$ cat config.mk
export PLATFORM = sky130hd
export DESIGN_NAME = button_short_long_press_classifier
export DESIGN_NICKNAME = d
export VERILOG_FILES = /design/src/bpc_pkg.sv /design/src/bpc_front.sv /design/src/bpc_queue.sv /design/src/button_short_long_press_classifier.sv
export SDC_FILE = /design/constraint.sdc
export NUM_CORES = 1
export LEC_CHECK = 0
export ABC_AREA = 1
export BUFFER_PORTS_ARGS = -buffer_cell sky130_fd_sc_hd__buf_4
export CAP_MARGIN = 20
export CORE_ASPECT_RATIO = 0.9
export CORE_MARGIN = 5
export CORE_UTILIZATION = 25
export DETAILED_ROUTE_END_ITERATION = 10
export GPL_TIMING_DRIVEN = 1
export HOLD_SLACK_MARGIN = 0.05
export PLACE_DENSITY = 0.38
export SLEW_MARGIN = 20
export SYNTH_ARGS = -nofsm -noshare
export SYNTH_HDL_FRONTEND = slang
export SYNTH_HIERARCHICAL = 1
export SYNTH_SLANG_ARGS = --single-unit
export TNS_END_PERCENT = 100
$ cat constraint.sdc
create_clock -name clk -period 4 [get_ports clk]
set_input_delay 0.8 -clock clk [delete_from_list [all_inputs] [get_ports clk]]
set_output_delay 0.8 -clock clk [all_outputs]
set_load 0.005 [all_outputs]
$ cat src/bpc_pkg.sv
`timescale 1ns / 1ps
// ----------------------------------------------------------------------------
// bpc_pkg
// Types and constants shared by the button press classifier modules.
// ----------------------------------------------------------------------------
package bpc_pkg;

	// Field widths
	localparam int MASK_W = 8;
	localparam int TIME_W = 32;
	localparam int THR_W  = 16;
	localparam int IN_W   = 40;
	localparam int OUT_W  = 16;

	// Default button count
	localparam int NUM_BUTTONS_DEF = 8;

	// Threshold reset values
	localparam logic [THR_W-1:0] LONG_PRESS_RST = 16'd1000;
	localparam logic [THR_W-1:0] MIN_PRESS_RST  = 16'd50;

	// Configuration register indexes
	localparam int CFG_ADDR_W = 1;
	localparam logic [CFG_ADDR_W-1:0] REG_LONG_PRESS = 1'b0;
	localparam logic [CFG_ADDR_W-1:0] REG_MIN_PRESS  = 1'b1;

	// Threshold set handed to the classifier
	typedef struct packed {
		logic [THR_W-1:0] long_ms;
		logic [THR_W-1:0] min_ms;
	} thr_t;

	// One result item, long_mask in the upper byte
	typedef struct packed {
		logic [MASK_W-1:0] long_mask;
		logic [MASK_W-1:0] short_mask;
	} result_t;

endpackage

$ cat src/bpc_front.sv
`timescale 1ns / 1ps
// ----------------------------------------------------------------------------
// bpc_front
// Per-button press tracking: one lane per button compares elapsed time
// against both thresholds and updates its flags on every accepted scan.
// ----------------------------------------------------------------------------
module bpc_front #(
	parameter int NUM_BUTTONS = bpc_pkg::NUM_BUTTONS_DEF
) (
	input  logic                        clk,
	input  logic                        arst_n,
	input  logic                        scan_fire,
	input  logic [bpc_pkg::MASK_W-1:0]  pressed_mask,
	input  logic [bpc_pkg::TIME_W-1:0]  now_ms,
	input  bpc_pkg::thr_t               thr,
	output bpc_pkg::result_t            res
);

	localparam int ZEXT_W = bpc_pkg::TIME_W - bpc_pkg::THR_W;

	logic [bpc_pkg::TIME_W-1:0] long_ext;
	logic [bpc_pkg::TIME_W-1:0] min_ext;
	logic [bpc_pkg::MASK_W-1:0] short_bits;
	logic [bpc_pkg::MASK_W-1:0] long_bits;

	assign long_ext = {{ZEXT_W{1'b0}}, thr.long_ms};
	assign min_ext  = {{ZEXT_W{1'b0}}, thr.min_ms};

	genvar b;
	generate
		for (b = 0; b < NUM_BUTTONS; b++) begin : g_lane
			logic                       held_q;
			logic                       long_rep_q;
			logic [bpc_pkg::TIME_W-1:0] start_q;
			logic [bpc_pkg::TIME_W-1:0] elapsed;
			logic                       down;
			logic                       long_hit;
			logic                       short_hit;

			// Buttons past the mask width are never pressed
			if (b < bpc_pkg::MASK_W) begin : g_bit
				assign down          = pressed_mask[b];
				assign short_bits[b] = short_hit;
				assign long_bits[b]  = long_hit;
			end else begin : g_nobit
				assign down = 1'b0;
			end

			// Classify this button against the thresholds
			assign elapsed   = now_ms - start_q;
			assign long_hit  = down & held_q & ~long_rep_q & (elapsed >= long_ext);
			assign short_hit = ~down & held_q & (elapsed > min_ext) & (elapsed < long_ext);

			// Track held and long-reported flags
			always_ff @(posedge clk or negedge arst_n) begin
				if (!arst_n) begin
					held_q     <= 1'b0;
					long_rep_q <= 1'b0;
				end else if (scan_fire) begin
					if (down) begin
						held_q <= 1'b1;
						if (long_hit) begin
							long_rep_q <= 1'b1;
						end
					end else begin
						held_q     <= 1'b0;
						long_rep_q <= 1'b0;
					end
				end
			end

			// Capture press start on the first pressed scan
			always_ff @(posedge clk) begin
				if (scan_fire && down && !held_q) begin
					start_q <= now_ms;
				end
			end
		end

		// Tie off mask bits that have no button
		for (b = NUM_BUTTONS; b < bpc_pkg::MASK_W; b++) begin : g_unused
			assign short_bits[b] = 1'b0;
			assign long_bits[b]  = 1'b0;
		end
	endgenerate

	assign res.short_mask = short_bits;
	assign res.long_mask  = long_bits;

endmodule

$ cat src/bpc_queue.sv
`timescale 1ns / 1ps
// ----------------------------------------------------------------------------
// bpc_queue
// Two-entry result queue that drives the output channel from registers.
// ----------------------------------------------------------------------------
module bpc_queue (
	input  logic              clk,
	input  logic              arst_n,
	input  logic              push,
	input  bpc_pkg::result_t  push_data,
	output logic              full,
	output logic              pop_valid,
	input  logic              pop_ready,
	output bpc_pkg::result_t  pop_data
);

	bpc_pkg::result_t mem_q [2];
	logic             wr_ptr_q;
	logic             rd_ptr_q;
	logic [1:0]       count_q;
	logic             pop;

	assign full      = (count_q == 2'd2);
	assign pop_valid = (count_q != 2'd0);
	assign pop       = pop_valid & pop_ready;
	assign pop_data  = mem_q[rd_ptr_q];

	// Advance pointers and count
	always_ff @(posedge clk or negedge arst_n) begin
		if (!arst_n) begin
			wr_ptr_q <= 1'b0;
			rd_ptr_q <= 1'b0;
			count_q  <= 2'd0;
		end else begin
			if (push) begin
				wr_ptr_q <= ~wr_ptr_q;
			end
			if (pop) begin
				rd_ptr_q <= ~rd_ptr_q;
			end
			case ({push, pop})
				2'b10:   count_q <= count_q + 2'd1;
				2'b01:   count_q <= count_q - 2'd1;
				default: count_q <= count_q;
			endcase
		end
	end

	// Store pushed item
	always_ff @(posedge clk) begin
		if (push) begin
			mem_q[wr_ptr_q] <= push_data;
		end
	end

endmodule

$ cat src/button_short_long_press_classifier.sv
`timescale 1ns / 1ps
// ----------------------------------------------------------------------------
// button_short_long_press_classifier
// Classifies button scans into short-press and long-press event masks.
// ----------------------------------------------------------------------------
// Usage:
//   s_* channel takes one scan per item: pressed_mask and now_ms.
//   m_* channel gives one item per scan: short_mask and long_mask.
//   cfg_we/cfg_addr/cfg_wdata write long_press_ms (index 0) and
//   min_press_ms (index 1); write only while the block is idle.
// Result: an accepted scan's result is registered in the queue, behind earlier results.
// Throughput: one scan per cycle while the result queue is not full; each button
//   lane does one 32-bit subtract and compare per scan, and the two-entry result
//   queue lets a new scan enter while an earlier result still waits.
// Reset: all buttons read as released, no press pending, thresholds return
//   to 1000 ms and 50 ms, the result queue empties.
// Stall: while m_tready is low results collect in the queue; once it holds
//   two items s_tready drops and scans wait upstream.
// ----------------------------------------------------------------------------
module button_short_long_press_classifier #(
	parameter int NUM_BUTTONS = bpc_pkg::NUM_BUTTONS_DEF
) (
	input  logic                           clk,
	input  logic                           arst_n,
	// Scan input
	input  logic                           s_tvalid,
	output logic                           s_tready,
	input  logic [bpc_pkg::IN_W-1:0]       s_tdata,   // [7:0] pressed_mask, [39:8] now_ms
	// Event output
	output logic                           m_tvalid,
	input  logic                           m_tready,
	output logic [bpc_pkg::OUT_W-1:0]      m_tdata,   // [7:0] short_mask, [15:8] long_mask
	// Configuration writes
	input  logic                           cfg_we,
	input  logic [bpc_pkg::CFG_ADDR_W-1:0] cfg_addr,
	input  logic [bpc_pkg::THR_W-1:0]      cfg_wdata
);

	bpc_pkg::thr_t    thr_q;
	bpc_pkg::result_t res;
	bpc_pkg::result_t out_res;
	logic             scan_fire;
	logic             queue_full;

	assign s_tready  = ~queue_full;
	assign scan_fire = s_tvalid & s_tready;

	// Hold threshold registers
	always_ff @(posedge clk or negedge arst_n) begin
		if (!arst_n) begin
			thr_q.long_ms <= bpc_pkg::LONG_PRESS_RST;
			thr_q.min_ms  <= bpc_pkg::MIN_PRESS_RST;
		end else if (cfg_we) begin
			unique case (cfg_addr)
				bpc_pkg::REG_LONG_PRESS: thr_q.long_ms <= cfg_wdata;
				bpc_pkg::REG_MIN_PRESS:  thr_q.min_ms  <= cfg_wdata;
				default:                 thr_q         <= thr_q;
			endcase
		end
	end

	bpc_front #(
		.NUM_BUTTONS (NUM_BUTTONS)
	) u_front (
		.clk          (clk),
		.arst_n       (arst_n),
		.scan_fire    (scan_fire),
		.pressed_mask (s_tdata[bpc_pkg::MASK_W-1:0]),
		.now_ms       (s_tdata[bpc_pkg::MASK_W +: bpc_pkg::TIME_W]),
		.thr          (thr_q),
		.res          (res)
	);

	bpc_queue u_queue (
		.clk       (clk),
		.arst_n    (arst_n),
		.push      (scan_fire),
		.push_data (res),
		.full      (queue_full),
		.pop_valid (m_tvalid),
		.pop_ready (m_tready),
		.pop_data  (out_res)
	);

	assign m_tdata = {out_res.long_mask, out_res.short_mask};

endmodule

==> flow_metrics.env <==
export IMPL_clock_fmax_mhz=258
export IMPL_required_ps=4480
export IMPL_nets=7532
export IMPL_firstDrtPassIters=5
export IMPL_hold_path_class="in2async"
export IMPL_drc=0
export IMPL_synth_area_leaders="edfxtp_1, nand2_1, ha_1"
export IMPL_gp_congestion=0.890
export IMPL_fin_crit_ps=3870
export IMPL_die_area_um2=162000
export IMPL_finalHoldViolCount=0
export IMPL_grt_total_usage_pct=20.5
export IMPL_place_area_um2=48100
export IMPL_finalMaxSlewViolations=0
export IMPL_ctsHoldBuffers=0
export IMPL_initial_core_util_pct=25.1
export IMPL_drtIter0Drc=2277
export IMPL_dp_cells=8899
export IMPL_die_h_um=382
export IMPL_antenna_found_initial=16
export IMPL_cts_tree="done"
export IMPL_postSynthAreaPerCell_um2=6.43
export IMPL_io_buffers=79
export IMPL_design_area_um2=50500
export IMPL_wl_met2_mm=75.1
export IMPL_synth_edf_count=288
export IMPL_yosys_warnings=6
export IMPL_pin_count=80
export IMPL_arrival_ps=4360
export IMPL_path_common_cell="nand2_1"
export IMPL_area_growth_pct=31.5
export IMPL_endpoint_kind="flop"
export IMPL_via_per_inst=4.32
export IMPL_cts_buffers=48
export IMPL_synth_area_um2=38400
export IMPL_setup_viol=0
export IMPL_synthFlopType="edfxtp_1"
export IMPL_final_util_pct=33.1
export IMPL_startpoint_type="primary input"
export IMPL_status="finished clean"
export IMPL_grt_pass1_vias=37900
export IMPL_leakage_nw=28.4
export IMPL_routed_wl_mm=170
export IMPL_ys_ff_latch=340
export IMPL_ant_nets=0
export IMPL_power_density_nw_per_um2=410
export IMPL_syn_inst=5971
export IMPL_setup_tns_ps=0
export IMPL_routedWlPerCell_um=18.8
export IMPL_hpwl_mm=142
export IMPL_worstMarginPinSlew_ps=996
export IMPL_synth_top_area_share_pct=22.5
export IMPL_crit_fanout=14
export IMPL_synth_cell_types=52
export IMPL_synth_seq_area_share_pct=25.9
export IMPL_die_w_um=423
export IMPL_path_cells="buf_4, buf_4, buf_12, ha_1, nand2_1, nand2_1, inv_1, nand2_4, nand2_1, nand2_2, nand2_1, nand2_2, xor2_2, ha_1, a21oi_1, nor2_1, nor3_1, nand2_1, a21oi_4, nand3_2, nand3b_1, nor2_1, nand2_1, nor2_1"
export IMPL_power_mw=20.7
export IMPL_grt_max_degree=53
export IMPL_clk_pin_slew_ps=60
export IMPL_topRoutingLayerUsed="met5"
export IMPL_routed_via_count=38900
export IMPL_synth_top_area_cell="edfxtp_1"
export IMPL_slowest_delay_ps=380
export IMPL_rows=136
export IMPL_holdWs_ps=237
export IMPL_grt_pass1_wl_mm=246
export IMPL_grt_ovfl_total=0
export IMPL_clkLatencyLatePin_ps=670
export IMPL_cts_htree_levels=2
export IMPL_route_met3_wl_mm=7.82
export IMPL_maxCapViolCount=0
export IMPL_slowest_stage="ha_1"
export IMPL_slew_headroom_pct=33.5
export IMPL_drt_met1_wl_mm=80.0
export IMPL_async_flop_share_pct=15.3
export IMPL_nFillCells=16800
export IMPL_clock_sinks=340
export IMPL_ir_worst_vdd_mv=0.330
export IMPL_finalWorstSetupSlack_ps=126
export IMPL_finalClockSkew_ps=31.7
export IMPL_final_cells=9004
export IMPL_crit_type="in2reg"
export IMPL_clockBufferDepth=3
export IMPL_post_place_ws_ps=-953
export IMPL_fin_crit_sh_pct=96.8
export IMPL_synth_nets=6546
export IMPL_coreArea_um2=153000
export IMPL_root_buffer="clkbuf_16"
export IMPL_drive_above_1_share_pct=18.8
## power breakdown
part	total (mW)	internal (mW)	switching (mW)
Sequential	4.68	4.45	0.230
Combinational	11.1	4.59	6.52
Clock	4.93	2.99	1.94
## critical path: cells and delay by family
kind	cells	cell delay, ps
compound gates	2	340
xor+xnor	1	210
fa+ha+maj	2	660
buf+inv	4	550
simple gates	15	1800
## cells in the mapped netlist (4+ instances only)
master,n
nor2_2,41
and3_1,16
o2111ai_1,6
fa_1,8
nand3b_1,27
nor3_1,41
nand2_4,5
nor2_1,446
nor3_2,9
buf_6,4
a21o_1,7
o211ai_1,8
ha_1,505
edfxtp_1,288
a21oi_1,234
o21ai_0,47
nand3_1,310
and2_1,23
nand2_2,59
buf_4,22
o21a_1,9
dfstp_2,9
xnor2_1,13
inv_2,20
xor2_1,109
nand3_2,18
nand2_1,2188
nor4_1,12
a21boi_0,4
nand4_1,77
o31ai_1,4
dfrtp_1,43
o21bai_1,26
inv_1,1305
## cell usage in the layout (no fill, tap or decap), types with 7 or more instances in the layout
master     synthesis  final
a21o_1             7      7
a21oi_1          234    228
and2_1            23     23
and3_1            16     16
buf_12             1     15
buf_4             22    947
bufinv_16          0      9
clkbuf_1           2      7
clkbuf_16          0     49
clkbuf_8           1      8
clkinv_2           0      8
dfrtp_1           43     43
dfstp_2            9      9
edfxtp_1         288    288
ha_1             505    498
inv_1           1305   1300
inv_2             20     24
nand2_1         2188   2178
nand2_2           59     68
nand3_1          310    300
nand3_2           18     26
nand3b_1          27     27
nand4_1           77     77
nor2_1           446    426
nor2_2            41     50
nor2_4             2     13
nor3_1            41     41
nor3_2             9      9
nor4_1            12      9
o211ai_1           8      8
o21a_1             9      9
o21ai_0           47     46
o21bai_1          26     26
xnor2_1           13     13
xor2_1           109     80
xor2_2             0     24
## area by class of cell
class                           count  area [um2]  area share, %
Multi-Input combinational cell   4270       23800           47.1
Sequential cell                   340        9960           19.7
Inverter                         1329        5000           9.91
Clock inverter                     26         423          0.837
Antenna cell                        6        15.0         0.0297
Tap cell                         2001        2500           4.96
Clock buffer                       64        1360           2.70
Timing Repair Buffer              968        7480           14.8
## path summary, 6_finish.rpt
path	from	end	slack, ps	depth (start not counted)
max	s_tdata[10]	u_queue/mem_q[0][6]	130	24
min	arst_n	thr_q[11]	240	1
max reg2reg	u_front/g_lane[1].start_q[13]	u_queue/mem_q[0][9]	260	28
min reg2reg	thr_q[1]	thr_q[1]	460	2
max in group asynchronous	arst_n	u_front/g_lane[5].long_rep_q	3210	1
min in group clk	m_tready	u_queue/rd_ptr_q	390	3
## kinds of logic after synthesis
logic type	Yosys count	synth area share, %
fa+ha+maj	513	16.9
simple gates	3288	35.8
flops	340	25.9
compound gates	347	4.97
xor+xnor	122	2.78
buf+inv	1361	13.7
## per-layer routing
metal,up-vias,track usage (%)
met4,2,7.37
met2,639,33.4
met1,17600,27.5
li1,20500,-
met3,174,3.27
met5,-,0
## registers in the layout, indices dropped and copies added (netlist names)
register,flops
u_front/g_lane.long_rep_q,8
u_queue/mem_q,32
u_queue/count_q,2
u_front/g_lane.start_q,256
u_queue/rd_ptr_q,1
thr_q,32
u_queue/wr_ptr_q,1
u_front/g_lane.held_q,8
## repair_timing
item / in CTS / in global routing
pin swaps: 0 / 21
buffers inserted: 0 / 9
gates cloned: 0 / 0
resized for setup: 12 / 95
endpoints found under the setup margin: 11 / 39
Power figures use the tool's default switching activity.
